--- config.mk ---
export PLATFORM = sky130hd
export DESIGN_NAME = sd_spi_command_engine
export DESIGN_NICKNAME = d
export VERILOG_FILES = /design/src/rtl/sdspi_pkg.sv /design/src/rtl/sdspi_engine.sv /design/src/rtl/sd_spi_command_engine.sv
export SDC_FILE = /design/constraint.sdc
export NUM_CORES = 1
export LEC_CHECK = 0
export CAP_MARGIN = 20
export CORE_UTILIZATION = 25
export DETAILED_ROUTE_END_ITERATION = 12
export DONT_BUFFER_PORTS = 1
export HOLD_SLACK_MARGIN = 0.15
export PLACE_DENSITY = 0.5
export SYNTH_ARGS = -nofsm -noshare
export SYNTH_HDL_FRONTEND = slang
export SYNTH_SLANG_ARGS = --single-unit
--- constraint.sdc ---
create_clock -name clk -period 3.7 [get_ports clk]
set_input_delay 1.11 -clock clk [delete_from_list [all_inputs] [get_ports clk]]
set_output_delay 1.11 -clock clk [all_outputs]
set_load 0.02 [all_outputs]
--- src/rtl/sdspi_pkg.sv ---
// Package for the SD card SPI command engine: sizes, request kinds, phase codes
// and the request/result structs shared by the engine and the top level.
// No dependencies.
package sdspi_pkg;

    localparam int HALF_PERIOD_W  = 16;
    localparam int POLL_LIMIT_DEF = 9;
    localparam int WAIT_WIDTH_DEF = 16;
    localparam int BYTE_COUNT_ARG = 4;

    localparam logic [7:0] CMD_START = 8'h40;
    localparam logic [7:0] FILL_BYTE = 8'hff;

    typedef logic [2:0] kind_t;

    localparam kind_t KIND_TICK     = 3'd0;
    localparam kind_t KIND_SET_CS   = 3'd1;
    localparam kind_t KIND_CMD_FILL = 3'd2;
    localparam kind_t KIND_CMD_CRC  = 3'd3;
    localparam kind_t KIND_WRITE    = 3'd4;
    localparam kind_t KIND_READ     = 3'd5;
    localparam kind_t KIND_CLOCK    = 3'd6;

    typedef enum logic [7:0] {
        PH_IDLE     = 8'b0000_0001,
        PH_CMD_FILL = 8'b0000_0010,
        PH_CMD_CRC  = 8'b0000_0100,
        PH_FILLER   = 8'b0000_1000,
        PH_POLL     = 8'b0001_0000,
        PH_WRITE    = 8'b0010_0000,
        PH_READ     = 8'b0100_0000,
        PH_CLOCK    = 8'b1000_0000
    } phase_t;

    typedef struct packed {
        kind_t       kind;
        logic        chip_select;
        logic [7:0]  tx_byte;
        logic [5:0]  command_index;
        logic [31:0] argument;
        logic [7:0]  extra_filler;
        logic        miso;
    } req_t;

    typedef struct packed {
        logic       sclk;
        logic       mosi;
        logic       cs_n;
        logic       busy_res;
        logic       done_res;
        logic [7:0] rx_byte;
        logic       accepted;
    } res_t;

endpackage

--- src/rtl/sdspi_engine.sv ---
// SPI bit/byte sequencer for the SD card command engine: one tick per step.
// Holds pin levels, shift registers and timing counters; result is combinational.
// Depends on sdspi_pkg.
module sdspi_engine #(
    parameter int POLL_LIMIT = sdspi_pkg::POLL_LIMIT_DEF,
    parameter int WAIT_WIDTH = sdspi_pkg::WAIT_WIDTH_DEF
) (
    input  logic                                  clk,
    input  logic                                  rst_n,
    input  logic                                  step,
    input  sdspi_pkg::req_t                       req,
    input  logic [sdspi_pkg::HALF_PERIOD_W-1:0]   half_period,
    output sdspi_pkg::res_t                       res
);

    sdspi_pkg::phase_t     phase_reg, phase_next;
    logic [2:0]            byte_index_reg, byte_index_next;
    logic [2:0]            bit_count_reg, bit_count_next;
    logic [7:0]            shift_out_reg, shift_out_next;
    logic [7:0]            shift_in_reg, shift_in_next;
    logic [WAIT_WIDTH-1:0] wait_count_reg, wait_count_next;
    logic [3:0]            poll_count_reg, poll_count_next;
    logic [7:0]            filler_left_reg, filler_left_next;
    logic [31:0]           held_argument_reg, held_argument_next;
    logic                  cs_level_reg, cs_level_next;
    logic                  clock_level_reg, clock_level_next;

    logic [WAIT_WIDTH-1:0] load_wait;
    logic                  start;
    logic [7:0]            start_val;
    logic [7:0]            sin;
    logic [3:0]            poll_inc;
    logic                  done;
    logic [7:0]            rx;
    logic                  acc;

    generate
        if (WAIT_WIDTH >= sdspi_pkg::HALF_PERIOD_W) begin : g_wide_wait
            assign load_wait = WAIT_WIDTH'(half_period);
        end
        else begin : g_narrow_wait
            assign load_wait = (|half_period[sdspi_pkg::HALF_PERIOD_W-1:WAIT_WIDTH])
                             ? '1 : half_period[WAIT_WIDTH-1:0];
        end
    endgenerate

    assign sin      = {shift_in_reg[6:0], req.miso};
    assign poll_inc = poll_count_reg + 4'd1;

    always_comb
    begin
        phase_next         = phase_reg;
        byte_index_next    = byte_index_reg;
        bit_count_next     = bit_count_reg;
        shift_out_next     = shift_out_reg;
        shift_in_next      = shift_in_reg;
        wait_count_next    = wait_count_reg;
        poll_count_next    = poll_count_reg;
        filler_left_next   = filler_left_reg;
        held_argument_next = held_argument_reg;
        cs_level_next      = cs_level_reg;
        clock_level_next   = clock_level_reg;
        start              = 1'b0;
        start_val          = sdspi_pkg::FILL_BYTE;
        done               = 1'b0;
        rx                 = 8'd0;
        acc                = 1'b0;

        if (phase_reg == sdspi_pkg::PH_IDLE) begin
            unique case (req.kind)
                sdspi_pkg::KIND_SET_CS:
                begin
                    cs_level_next = ~req.chip_select;
                    acc           = 1'b1;
                    done          = 1'b1;
                end
                sdspi_pkg::KIND_CMD_FILL, sdspi_pkg::KIND_CMD_CRC:
                begin
                    held_argument_next = req.argument;
                    byte_index_next    = 3'd0;
                    poll_count_next    = 4'd0;
                    if (req.kind == sdspi_pkg::KIND_CMD_FILL) begin
                        filler_left_next = req.extra_filler;
                        phase_next       = sdspi_pkg::PH_CMD_FILL;
                    end
                    else begin
                        filler_left_next = req.tx_byte;
                        phase_next       = sdspi_pkg::PH_CMD_CRC;
                    end
                    start     = 1'b1;
                    start_val = sdspi_pkg::CMD_START | {2'b00, req.command_index};
                    acc       = 1'b1;
                end
                sdspi_pkg::KIND_WRITE:
                begin
                    phase_next = sdspi_pkg::PH_WRITE;
                    start      = 1'b1;
                    start_val  = req.tx_byte;
                    acc        = 1'b1;
                end
                sdspi_pkg::KIND_READ:
                begin
                    phase_next = sdspi_pkg::PH_READ;
                    start      = 1'b1;
                    acc        = 1'b1;
                end
                sdspi_pkg::KIND_CLOCK:
                begin
                    phase_next = sdspi_pkg::PH_CLOCK;
                    start      = 1'b1;
                    acc        = 1'b1;
                end
                default:
                begin
                end
            endcase
        end
        else if (wait_count_reg != '0) begin
            wait_count_next = wait_count_reg - 1'b1;
        end
        else if (!clock_level_reg) begin
            clock_level_next = 1'b1;
            wait_count_next  = load_wait;
        end
        else begin
            shift_in_next  = sin;
            shift_out_next = {shift_out_reg[6:0], 1'b1};
            if (bit_count_reg != 3'd7) begin
                bit_count_next   = bit_count_reg + 3'd1;
                clock_level_next = 1'b0;
                wait_count_next  = load_wait;
            end
            else begin
                unique case (phase_reg)
                    sdspi_pkg::PH_CMD_FILL, sdspi_pkg::PH_CMD_CRC:
                    begin
                        start = 1'b1;
                        if (byte_index_reg < 3'(sdspi_pkg::BYTE_COUNT_ARG)) begin
                            start_val          = held_argument_reg[31:24];
                            held_argument_next = {held_argument_reg[23:0], 8'd0};
                            byte_index_next    = byte_index_reg + 3'd1;
                        end
                        else if (byte_index_reg == 3'(sdspi_pkg::BYTE_COUNT_ARG)) begin
                            if (phase_reg == sdspi_pkg::PH_CMD_CRC) begin
                                start_val        = filler_left_reg;
                                filler_left_next = 8'd0;
                            end
                            byte_index_next = 3'(sdspi_pkg::BYTE_COUNT_ARG + 1);
                        end
                        else begin
                            poll_count_next = 4'd0;
                            if (phase_reg == sdspi_pkg::PH_CMD_FILL && filler_left_reg != 8'd0)
                                phase_next = sdspi_pkg::PH_FILLER;
                            else
                                phase_next = sdspi_pkg::PH_POLL;
                        end
                    end
                    sdspi_pkg::PH_FILLER:
                    begin
                        filler_left_next = filler_left_reg - 8'd1;
                        if (filler_left_reg == 8'd1)
                            phase_next = sdspi_pkg::PH_POLL;
                        start = 1'b1;
                    end
                    sdspi_pkg::PH_POLL:
                    begin
                        poll_count_next = poll_inc;
                        if (sin != sdspi_pkg::FILL_BYTE || poll_inc >= 4'(POLL_LIMIT)) begin
                            done       = 1'b1;
                            rx         = sin;
                            phase_next = sdspi_pkg::PH_IDLE;
                        end
                        else begin
                            start = 1'b1;
                        end
                    end
                    sdspi_pkg::PH_READ:
                    begin
                        done       = 1'b1;
                        rx         = sin;
                        phase_next = sdspi_pkg::PH_IDLE;
                    end
                    default:
                    begin
                        done       = 1'b1;
                        phase_next = sdspi_pkg::PH_IDLE;
                    end
                endcase
            end
        end

        if (start) begin
            shift_out_next   = start_val;
            shift_in_next    = 8'd0;
            bit_count_next   = (phase_reg == sdspi_pkg::PH_IDLE
                                && req.kind == sdspi_pkg::KIND_CLOCK) ? 3'd7 : 3'd0;
            clock_level_next = 1'b0;
            wait_count_next  = load_wait;
        end
    end

    always_comb
    begin
        res.sclk     = clock_level_next;
        res.mosi     = (phase_next == sdspi_pkg::PH_IDLE) ? 1'b1 : shift_out_next[7];
        res.cs_n     = cs_level_next;
        res.busy_res = (phase_next != sdspi_pkg::PH_IDLE);
        res.done_res = done;
        res.rx_byte  = rx;
        res.accepted = acc;
    end

    always_ff @(posedge clk or negedge rst_n)
    begin
        if (!rst_n) begin
            phase_reg         <= sdspi_pkg::PH_IDLE;
            byte_index_reg    <= 3'd0;
            bit_count_reg     <= 3'd0;
            shift_out_reg     <= 8'hff;
            shift_in_reg      <= 8'd0;
            wait_count_reg    <= '0;
            poll_count_reg    <= 4'd0;
            filler_left_reg   <= 8'd0;
            held_argument_reg <= 32'd0;
            cs_level_reg      <= 1'b1;
            clock_level_reg   <= 1'b0;
        end
        else if (step) begin
            phase_reg         <= phase_next;
            byte_index_reg    <= byte_index_next;
            bit_count_reg     <= bit_count_next;
            shift_out_reg     <= shift_out_next;
            shift_in_reg      <= shift_in_next;
            wait_count_reg    <= wait_count_next;
            poll_count_reg    <= poll_count_next;
            filler_left_reg   <= filler_left_next;
            held_argument_reg <= held_argument_next;
            cs_level_reg      <= cs_level_next;
            clock_level_reg   <= clock_level_next;
        end
    end

    a_byte_index_range: assert property (@(posedge clk) disable iff (!rst_n)
        byte_index_reg <= 3'(sdspi_pkg::BYTE_COUNT_ARG + 1))
        else $error("byte index out of range");

    a_poll_bound: assert property (@(posedge clk) disable iff (!rst_n)
        poll_count_reg <= 4'(POLL_LIMIT))
        else $error("poll count beyond limit");

    a_filler_nonzero: assert property (@(posedge clk) disable iff (!rst_n)
        phase_reg == sdspi_pkg::PH_FILLER |-> filler_left_reg != 8'd0)
        else $error("filler phase with no filler left");

    a_busy_not_taken: assert property (@(posedge clk) disable iff (!rst_n)
        phase_reg != sdspi_pkg::PH_IDLE |-> !res.accepted)
        else $error("request taken while busy");

    a_done_goes_idle: assert property (@(posedge clk) disable iff (!rst_n)
        step && res.done_res |=> phase_reg == sdspi_pkg::PH_IDLE)
        else $error("done without returning to idle");

endmodule

--- src/rtl/sd_spi_command_engine.sv ---
// Top level of the SD card SPI command engine: stream handshake, output register,
// half period configuration register. Depends on sdspi_pkg and sdspi_engine.
//
// channel | dir | signals                        | transaction content
// s       | in  | s_tvalid s_tready s_tdata s_tuser | one tick with optional request
// m       | out | m_tvalid m_tready m_tdata        | pin levels and status after tick
// cfg     | in  | cfg_valid cfg_ready cfg_data     | half_period write
//
// One input transaction per cycle while s_tready is high; its result sits in the output
// register in the next cycle. The engine state advances only on an accepted transaction.
// s_tready drops only while a result waits and m_tready is low.
// Reset: chip select released, engine idle, half_period zero, no result pending.
module sd_spi_command_engine #(
    parameter int POLL_LIMIT = sdspi_pkg::POLL_LIMIT_DEF,
    parameter int WAIT_WIDTH = sdspi_pkg::WAIT_WIDTH_DEF
) (
    input  logic                                clk,
    input  logic                                rst_n,
    input  logic                                s_tvalid,
    output logic                                s_tready,
    // chip_select[0] tx_byte[8:1] command_index[14:9] argument[46:15]
    // extra_filler[54:47] miso[55]
    input  logic [55:0]                         s_tdata,
    // kind[2:0]
    input  logic [2:0]                          s_tuser,
    output logic                                m_tvalid,
    input  logic                                m_tready,
    // sclk[0] mosi[1] cs_n[2] busy_res[3] done_res[4] rx_byte[12:5]
    // accepted[13] zero[15:14]
    output logic [15:0]                         m_tdata,
    input  logic                                cfg_valid,
    output logic                                cfg_ready,
    input  logic [sdspi_pkg::HALF_PERIOD_W-1:0] cfg_data
);

    logic [sdspi_pkg::HALF_PERIOD_W-1:0] half_period_reg;
    logic                                m_tvalid_reg, m_tvalid_next;
    logic [15:0]                         m_tdata_reg;
    logic                                step;
    sdspi_pkg::req_t                     req;
    sdspi_pkg::res_t                     res;

    assign s_tready  = !m_tvalid_reg || m_tready;
    assign step      = s_tvalid && s_tready;
    assign cfg_ready = 1'b1;
    assign m_tvalid  = m_tvalid_reg;
    assign m_tdata   = m_tdata_reg;

    always_comb
    begin
        req.kind          = s_tuser;
        req.chip_select   = s_tdata[0];
        req.tx_byte       = s_tdata[8:1];
        req.command_index = s_tdata[14:9];
        req.argument      = s_tdata[46:15];
        req.extra_filler  = s_tdata[54:47];
        req.miso          = s_tdata[55];
    end

    sdspi_engine #(
        .POLL_LIMIT (POLL_LIMIT),
        .WAIT_WIDTH (WAIT_WIDTH)
    ) u_engine (
        .clk         (clk),
        .rst_n       (rst_n),
        .step        (step),
        .req         (req),
        .half_period (half_period_reg),
        .res         (res)
    );

    always_comb
    begin
        m_tvalid_next = m_tvalid_reg;
        if (step)
            m_tvalid_next = 1'b1;
        else if (m_tready)
            m_tvalid_next = 1'b0;
    end

    always_ff @(posedge clk or negedge rst_n)
    begin
        if (!rst_n) begin
            half_period_reg <= '0;
            m_tvalid_reg    <= 1'b0;
        end
        else begin
            m_tvalid_reg <= m_tvalid_next;
            if (cfg_valid && cfg_ready)
                half_period_reg <= cfg_data;
        end
    end

    always_ff @(posedge clk)
    begin
        if (step)
            m_tdata_reg <= {2'b00, res.accepted, res.rx_byte, res.done_res, res.busy_res,
                            res.cs_n, res.mosi, res.sclk};
    end

endmodule

-- After elaboration in Yosys (flattened, before gate mapping)
Cells that the tools add are included.
- flip-flop bits (word level): 122
- output and inout port bits: 19
- logic and storage cells: 184
- bitwise gates (word level): 2
- reduce and logical (&&, ||, !) cells: 30
- add/subtract/negate cells: 5
- equality and inequality tests: 28
- mux-type cells: 99
- $lt $le $gt $ge: 2
- operators with widths (cell ; count):
    8-bit 2-to-1 mux ; 30
    32-bit 2-to-1 mux ; 7
    16-bit 2-to-1 mux ; 5
    8-bit one-hot mux with 2 select lines ; 3
    3-bit 2-to-1 mux ; 15
    8-bit one-hot mux with 4 select lines ; 1
    4-bit 2-to-1 mux ; 7
    7-bit 2-to-1 mux ; 4
    8-bit by 1-bit equality test with 1-bit output, second input constant ; 3
    8-bit one-hot mux with 3 select lines ; 1
    1-bit 2-to-1 mux ; 22
    16-bit nonzero test ; 1
    16-bit by 1-bit subtractor with 16-bit output, second input constant ; 1
    7-bit AND reduction ; 2
    3-bit equality test, second input constant ; 4
    2-bit nonzero test ; 6
    3-bit != test, second input constant ; 3
    9-bit AND reduction ; 1
    3-bit nonzero test ; 3
    8-bit by 2-bit equality test with 1-bit output, second input constant ; 1
    8-bit by 3-bit equality test with 1-bit output, second input constant ; 1
    8-bit by 4-bit equality test with 1-bit output, second input constant ; 1
    8-bit by 5-bit equality test with 1-bit output, second input constant ; 1
    8-bit by 7-bit equality test with 1-bit output, second input constant ; 1
    other kinds (30) ; 42

-- Depth between registers and ports, before layout
- word-level depth: 11
- depth in mapped cells: 10
- depth with buffers taken out: 8

-- Hierarchy
From an unflattened synthesis, not the netlist that was laid out.
- cells, all modules: 739
- area total of the unflattened synthesis: 6896.6 µm²
- by module, submodules not included (module ; cells each ; seq. area each (µm²) ; area each (µm²) ; instances):
    sdspi_engine ; 682 ; 2289.7 ; 5753.0 ; 1
    sd_spi_command_engine ; 57 ; 845.8 ; 1143.6 ; 1

-- Least setup slack after synthesis
Ideal clock, no wire load.
- kind: input port to flip-flop
- from: in m_tready
- to: reg u_engine.byte_index_reg[0]
- cell stages on the path: 6
- path buffers: 1
- slack: 839 ps
- library setup time: 126 ps
- required time: 3574 ps
- data arrival time: 2735 ps
- cell sequence: nand2b_1 > nand2_1 > inv_1 > clkbuf_1 > nand2_1 > mux2i_1
- word-level cells in the longest chain between the ends: 3
- RTL lines (element ; RTL line ; text):
    start: declaration ; sd_spi_command_engine.sv:27 ; input logic m_tready,
    1-bit logical OR ; sd_spi_command_engine.sv:43 ; assign s_tready = !m_tvalid_reg || m_tready;
    1-bit logical AND ; sd_spi_command_engine.sv:44 ; assign step = s_tvalid && s_tready;
    7-bit AND reduction (no line) ; - ;
    end signal: assignment ; sdspi_engine.sv:230 ; byte_index_reg <= byte_index_next;
    end: declaration ; sdspi_engine.sv:17 ; logic [2:0] byte_index_reg, byte_index_next;
No other way between the ends.
A chain may end at the register's enable or synchronous reset.

-- Worst setup path after layout
- from: reg u_engine.wait_count_reg[0]
- to: reg u_engine.bit_count_reg[0]
- word-level cells in the longest chain between the ends: 5
- elaborated cells between the ends (all ways): 9
- those cells by class: eq/ne: 2; mux: 3; reduce/logical: 4
- RTL lines (element ; RTL line ; text):
    start: declaration ; sdspi_engine.sv:21 ; logic [WAIT_WIDTH-1:0] wait_count_reg, wait_count_next;
    start signal: assignment ; sdspi_engine.sv:234 ; wait_count_reg <= wait_count_next;
    16-bit nonzero test * ; sdspi_engine.sv:118 ; else if (wait_count_reg != '0) begin
    1-bit 2-to-1 mux ; sdspi_engine.sv:118 ;
    1-bit 2-to-1 mux ; sdspi_engine.sv:69 ; if (phase_reg == sdspi_pkg::PH_IDLE) begin
    2-bit by 1-bit != test with 1-bit output (no line) / 2-bit nonzero test (equally long branches) ; - ;
    5-bit AND reduction (no line) ; - ;
    end signal: assignment ; sdspi_engine.sv:231 ; bit_count_reg <= bit_count_next;
    end: declaration ; sdspi_engine.sv:18 ; logic [2:0] bit_count_reg, bit_count_next;
Mark *: on every way between the ends. The rest lies on a longest branch, timed or not.

==> impl_metrics.toml <==
[clocking]
path_clk_slew_ns = 0.06
cts.sinks = 122
clk_latency_ns = 0.42
numCtsBuffers = 17
cts_tree = "done"
clock_tree.root_cell = "clkbuf_16"
holdBufCountCts = 0
cts_max_path_buffers = 2
post-cts-setup-buffers = 0
cts_resized = 0
h-tree-depth = 4

[status]
run_status = "complete, but fails checks"
violations = "design-rule violations"

[sta]
clock_skew_ns = 0.0121
max_slew_margin_pct = 49.7
finalCriticalPeriod_ns = 2.87
worstMarginPinSlew_ns = 0.751
finalSetupViolations = 0
fin_tns_setup_ns = 0
fin_crit_sh_pct = 77.5
hold_violations = 0
grt_setup_unrepaired = "no"
fmax_mhz = 349
slew_violations = 0

[setup_path]
worstSetupPathType = "flop to flop"
end_kind = "flop"
endpoint = "u_engine.bit_count_reg[0]"
r2r_start = "u_engine.wait_count_reg[0]"
crit_path_start_kind = "flop"
reg2reg_slack_ns = 0.83
crit_path_top_delay_cell = "and3_1"
worst-endpoint-required_ns = 4.03
cp_num_cells = 9
cp_max_fo = 14
path_cells = "inv_1 -> ha_1 -> nor4b_2 -> buf_4 -> and4_1 -> and3_1 -> o21ai_2 -> a31oi_1 -> a2bb2oi_1"
crit_family = "simple AND/OR/NAND/NOR gates"
crit_buf_inv = 2
worstRegToRegCells = 9
worst_path_largest_cell_delay_ns = 0.47
worstReg2RegEnd = "u_engine.bit_count_reg[0]"
crit_start = "u_engine.wait_count_reg[0]"
arrival_ns = 3.20

[detailed_routing]
drt-initial-drc-count = 353
wl_um = 18200
ant_nets = 0
drc = 5
vias_per_cell = 4.98
vias = 5236
first_pass_iters = 9
avgRoutedWirePerCell_um = 17.3

[yosys]
ys_seq_area_share_pct = 46.6
ys_async_sr_fraction_pct = 88.5
ys_ff_latch = 122
avgSynthCellArea_sq_um = 9.51
syn_area_sq_um = 6730
synth_ff_type = "dfrtp_1"
yosys_warnings = 0
synth_cell_type_count = 75
synth_edf_count = 14
netlist_instances = 708

[grt]
grt_max_degree = 109
grt_overflow = 0
grt_pass1_wl_um = 29800
antenna_found_initial = 1
grt_pass1_vias = 5142
grtUsageTotal_pct = 13.8

[cells_and_area]
nFillCells = 2728
finish.instance_area_sq_um = 7730
multi_input_area_sq_um = 3330
final_common_cell = "dfrtp_1"
largest_register_ffs = 32
antenna_cells = 0
area.sequential_sq_um = 3140
finalNonFillerCells = 1051
syn_to_final_growth_pct = 14.8
drive_gt1_share_pct = 14.2
mostFrequentLayoutCells = "98 x dfrtp_1, 91 x nand2_1, 54 x o21ai_1, 45 x a21oi_1, 43 x nor2_1"
layout.nets = 793

[placed_design]
dpl_cell_area_sq_um = 7090
placed_cells = 1019
gp_congestion = 0.825
io_buffers = 0
post-dp-hpwl_um = 12800

[pwr]
total_power_mw = 3.81
p_leak_nw = 3.01
power_density_nw_per_um2 = 493
ir_drop_uv = 216

[floorplanning]
die_y_um = 166
die_area_sq_um = 27600
core_sq_um = 26200
ios = 99
dieWidth_um = 166
rows = 59
start_util_pct = 25.7

[min_path]
min-delay-path-class = "primary input to async pin"

[run]
max_cap_violations = 0
per-stage QoR:
step / hold slack (ns) / worst slack (ns) / util [%]
floorplan: 0.445 / 0.839 / -
global placement: 0.465 / 0.678 / 27.1
detailed placement: 0.475 / 0.627 / 27.1
CTS: 0.369 / 0.842 / 29.5
global route: 0.357 / 0.614 / 29.5
finish: 0.388 / 0.831 / 29.5
synthesized netlist by cell type, types with 4 or more instances:
| library cell | n | share of area [%] |
|---|---|---|
| nand2b_1 | 9 | 0.84 |
| mux2_2 | 18 | 3.0 |
| ha_1 | 10 | 1.9 |
| nand4_1 | 6 | 0.56 |
| a31oi_1 | 10 | 0.93 |
| nand2_1 | 91 | 5.1 |
| a32oi_1 | 7 | 0.91 |
| and2_1 | 13 | 1.2 |
| o2bb2ai_1 | 4 | 0.52 |
| nor3_1 | 11 | 0.82 |
| o22ai_1 | 24 | 2.2 |
| o21ai_1 | 54 | 4.0 |
| nor2_1 | 43 | 2.4 |
| a22o_1 | 10 | 1.3 |
| and3_1 | 5 | 0.46 |
| nand3_1 | 27 | 2.0 |
| clkbuf_1 | 19 | 1.1 |
| mux2i_1 | 36 | 5.4 |
| dfrtp_1 | 98 | 36 |
| edfxtp_1 | 14 | 6.2 |
| dfstp_2 | 10 | 3.9 |
| o21ai_0 | 26 | 1.9 |
| a21oi_1 | 45 | 3.3 |
| nor4_1 | 5 | 0.46 |
| buf_2 | 18 | 1.3 |
| inv_1 | 19 | 1.1 |
layer usage:
| metal | vias up | track usage [%] | part of all wire (%) | wire length (um) |
|---|---|---|---|---|
| li1 | 2582 | - | - | - |
| met1 | 2523 | 19.3 | 49 | 8910 |
| met2 | 115 | 20.8 | 45 | 8140 |
| met3 | 14 | 4.05 | 5.2 | 954 |
| met4 | 2 | 3.17 | 0.89 | 161 |
| met5 | - | 0 | 0.072 | 13 |
area by class of cell:
| type | count | share of cell area (%) |
|---|---|---|
| clock buffers | 20 | 6.18 |
| clock inverters | 12 | 2.06 |
| inverters | 19 | 0.923 |
| multi-input cells | 525 | 43.1 |
| flip-flops and latches | 122 | 40.6 |
| well taps | 335 | 5.42 |
| repair buffers | 18 | 1.75 |
cell families after synthesis:
group                    Yosys count  share of synthesized area [%]
adder cells (fa/ha/maj)           10                           1.86
flip-flops                       122                           46.6
multiplexers                      54                           8.36
other                              2                          0.112
buffers and inverters             62                           4.07
AND/OR/NAND/NOR                  242                           18.8
XOR/XNOR                           3                          0.390
AO/OA/AOI/OAI                    213                           19.8
worst min path at each step:
stage / from / end / slack (ns) / cells past startpoint
after global routing: rst_n / u_engine.held_argument_reg[14] / 0.36 / 0
after global placement: u_engine.held_argument_reg[16] / u_engine.held_argument_reg[16] / 0.47 / 2
after detailed placement: u_engine.held_argument_reg[5] / u_engine.held_argument_reg[5] / 0.47 / 2
after CTS: rst_n / u_engine.held_argument_reg[14] / 0.37 / 0
after floorplan: u_engine.shift_in_reg[6] / u_engine.shift_in_reg[6] / 0.45 / 2
final: rst_n / u_engine.filler_left_reg[5] / 0.39 / 0
report_power, final:
| group | total, mW | internal, mW | switching (mW) |
|---|---|---|---|
| registers | 1.64 | 1.49 | 0.149 |
| clock network | 1.80 | 1.14 | 0.654 |
| logic | 0.375 | 0.163 | 0.211 |
| total | 3.81 | 2.80 | 1.01 |
(Power assumes the default switching activity.)
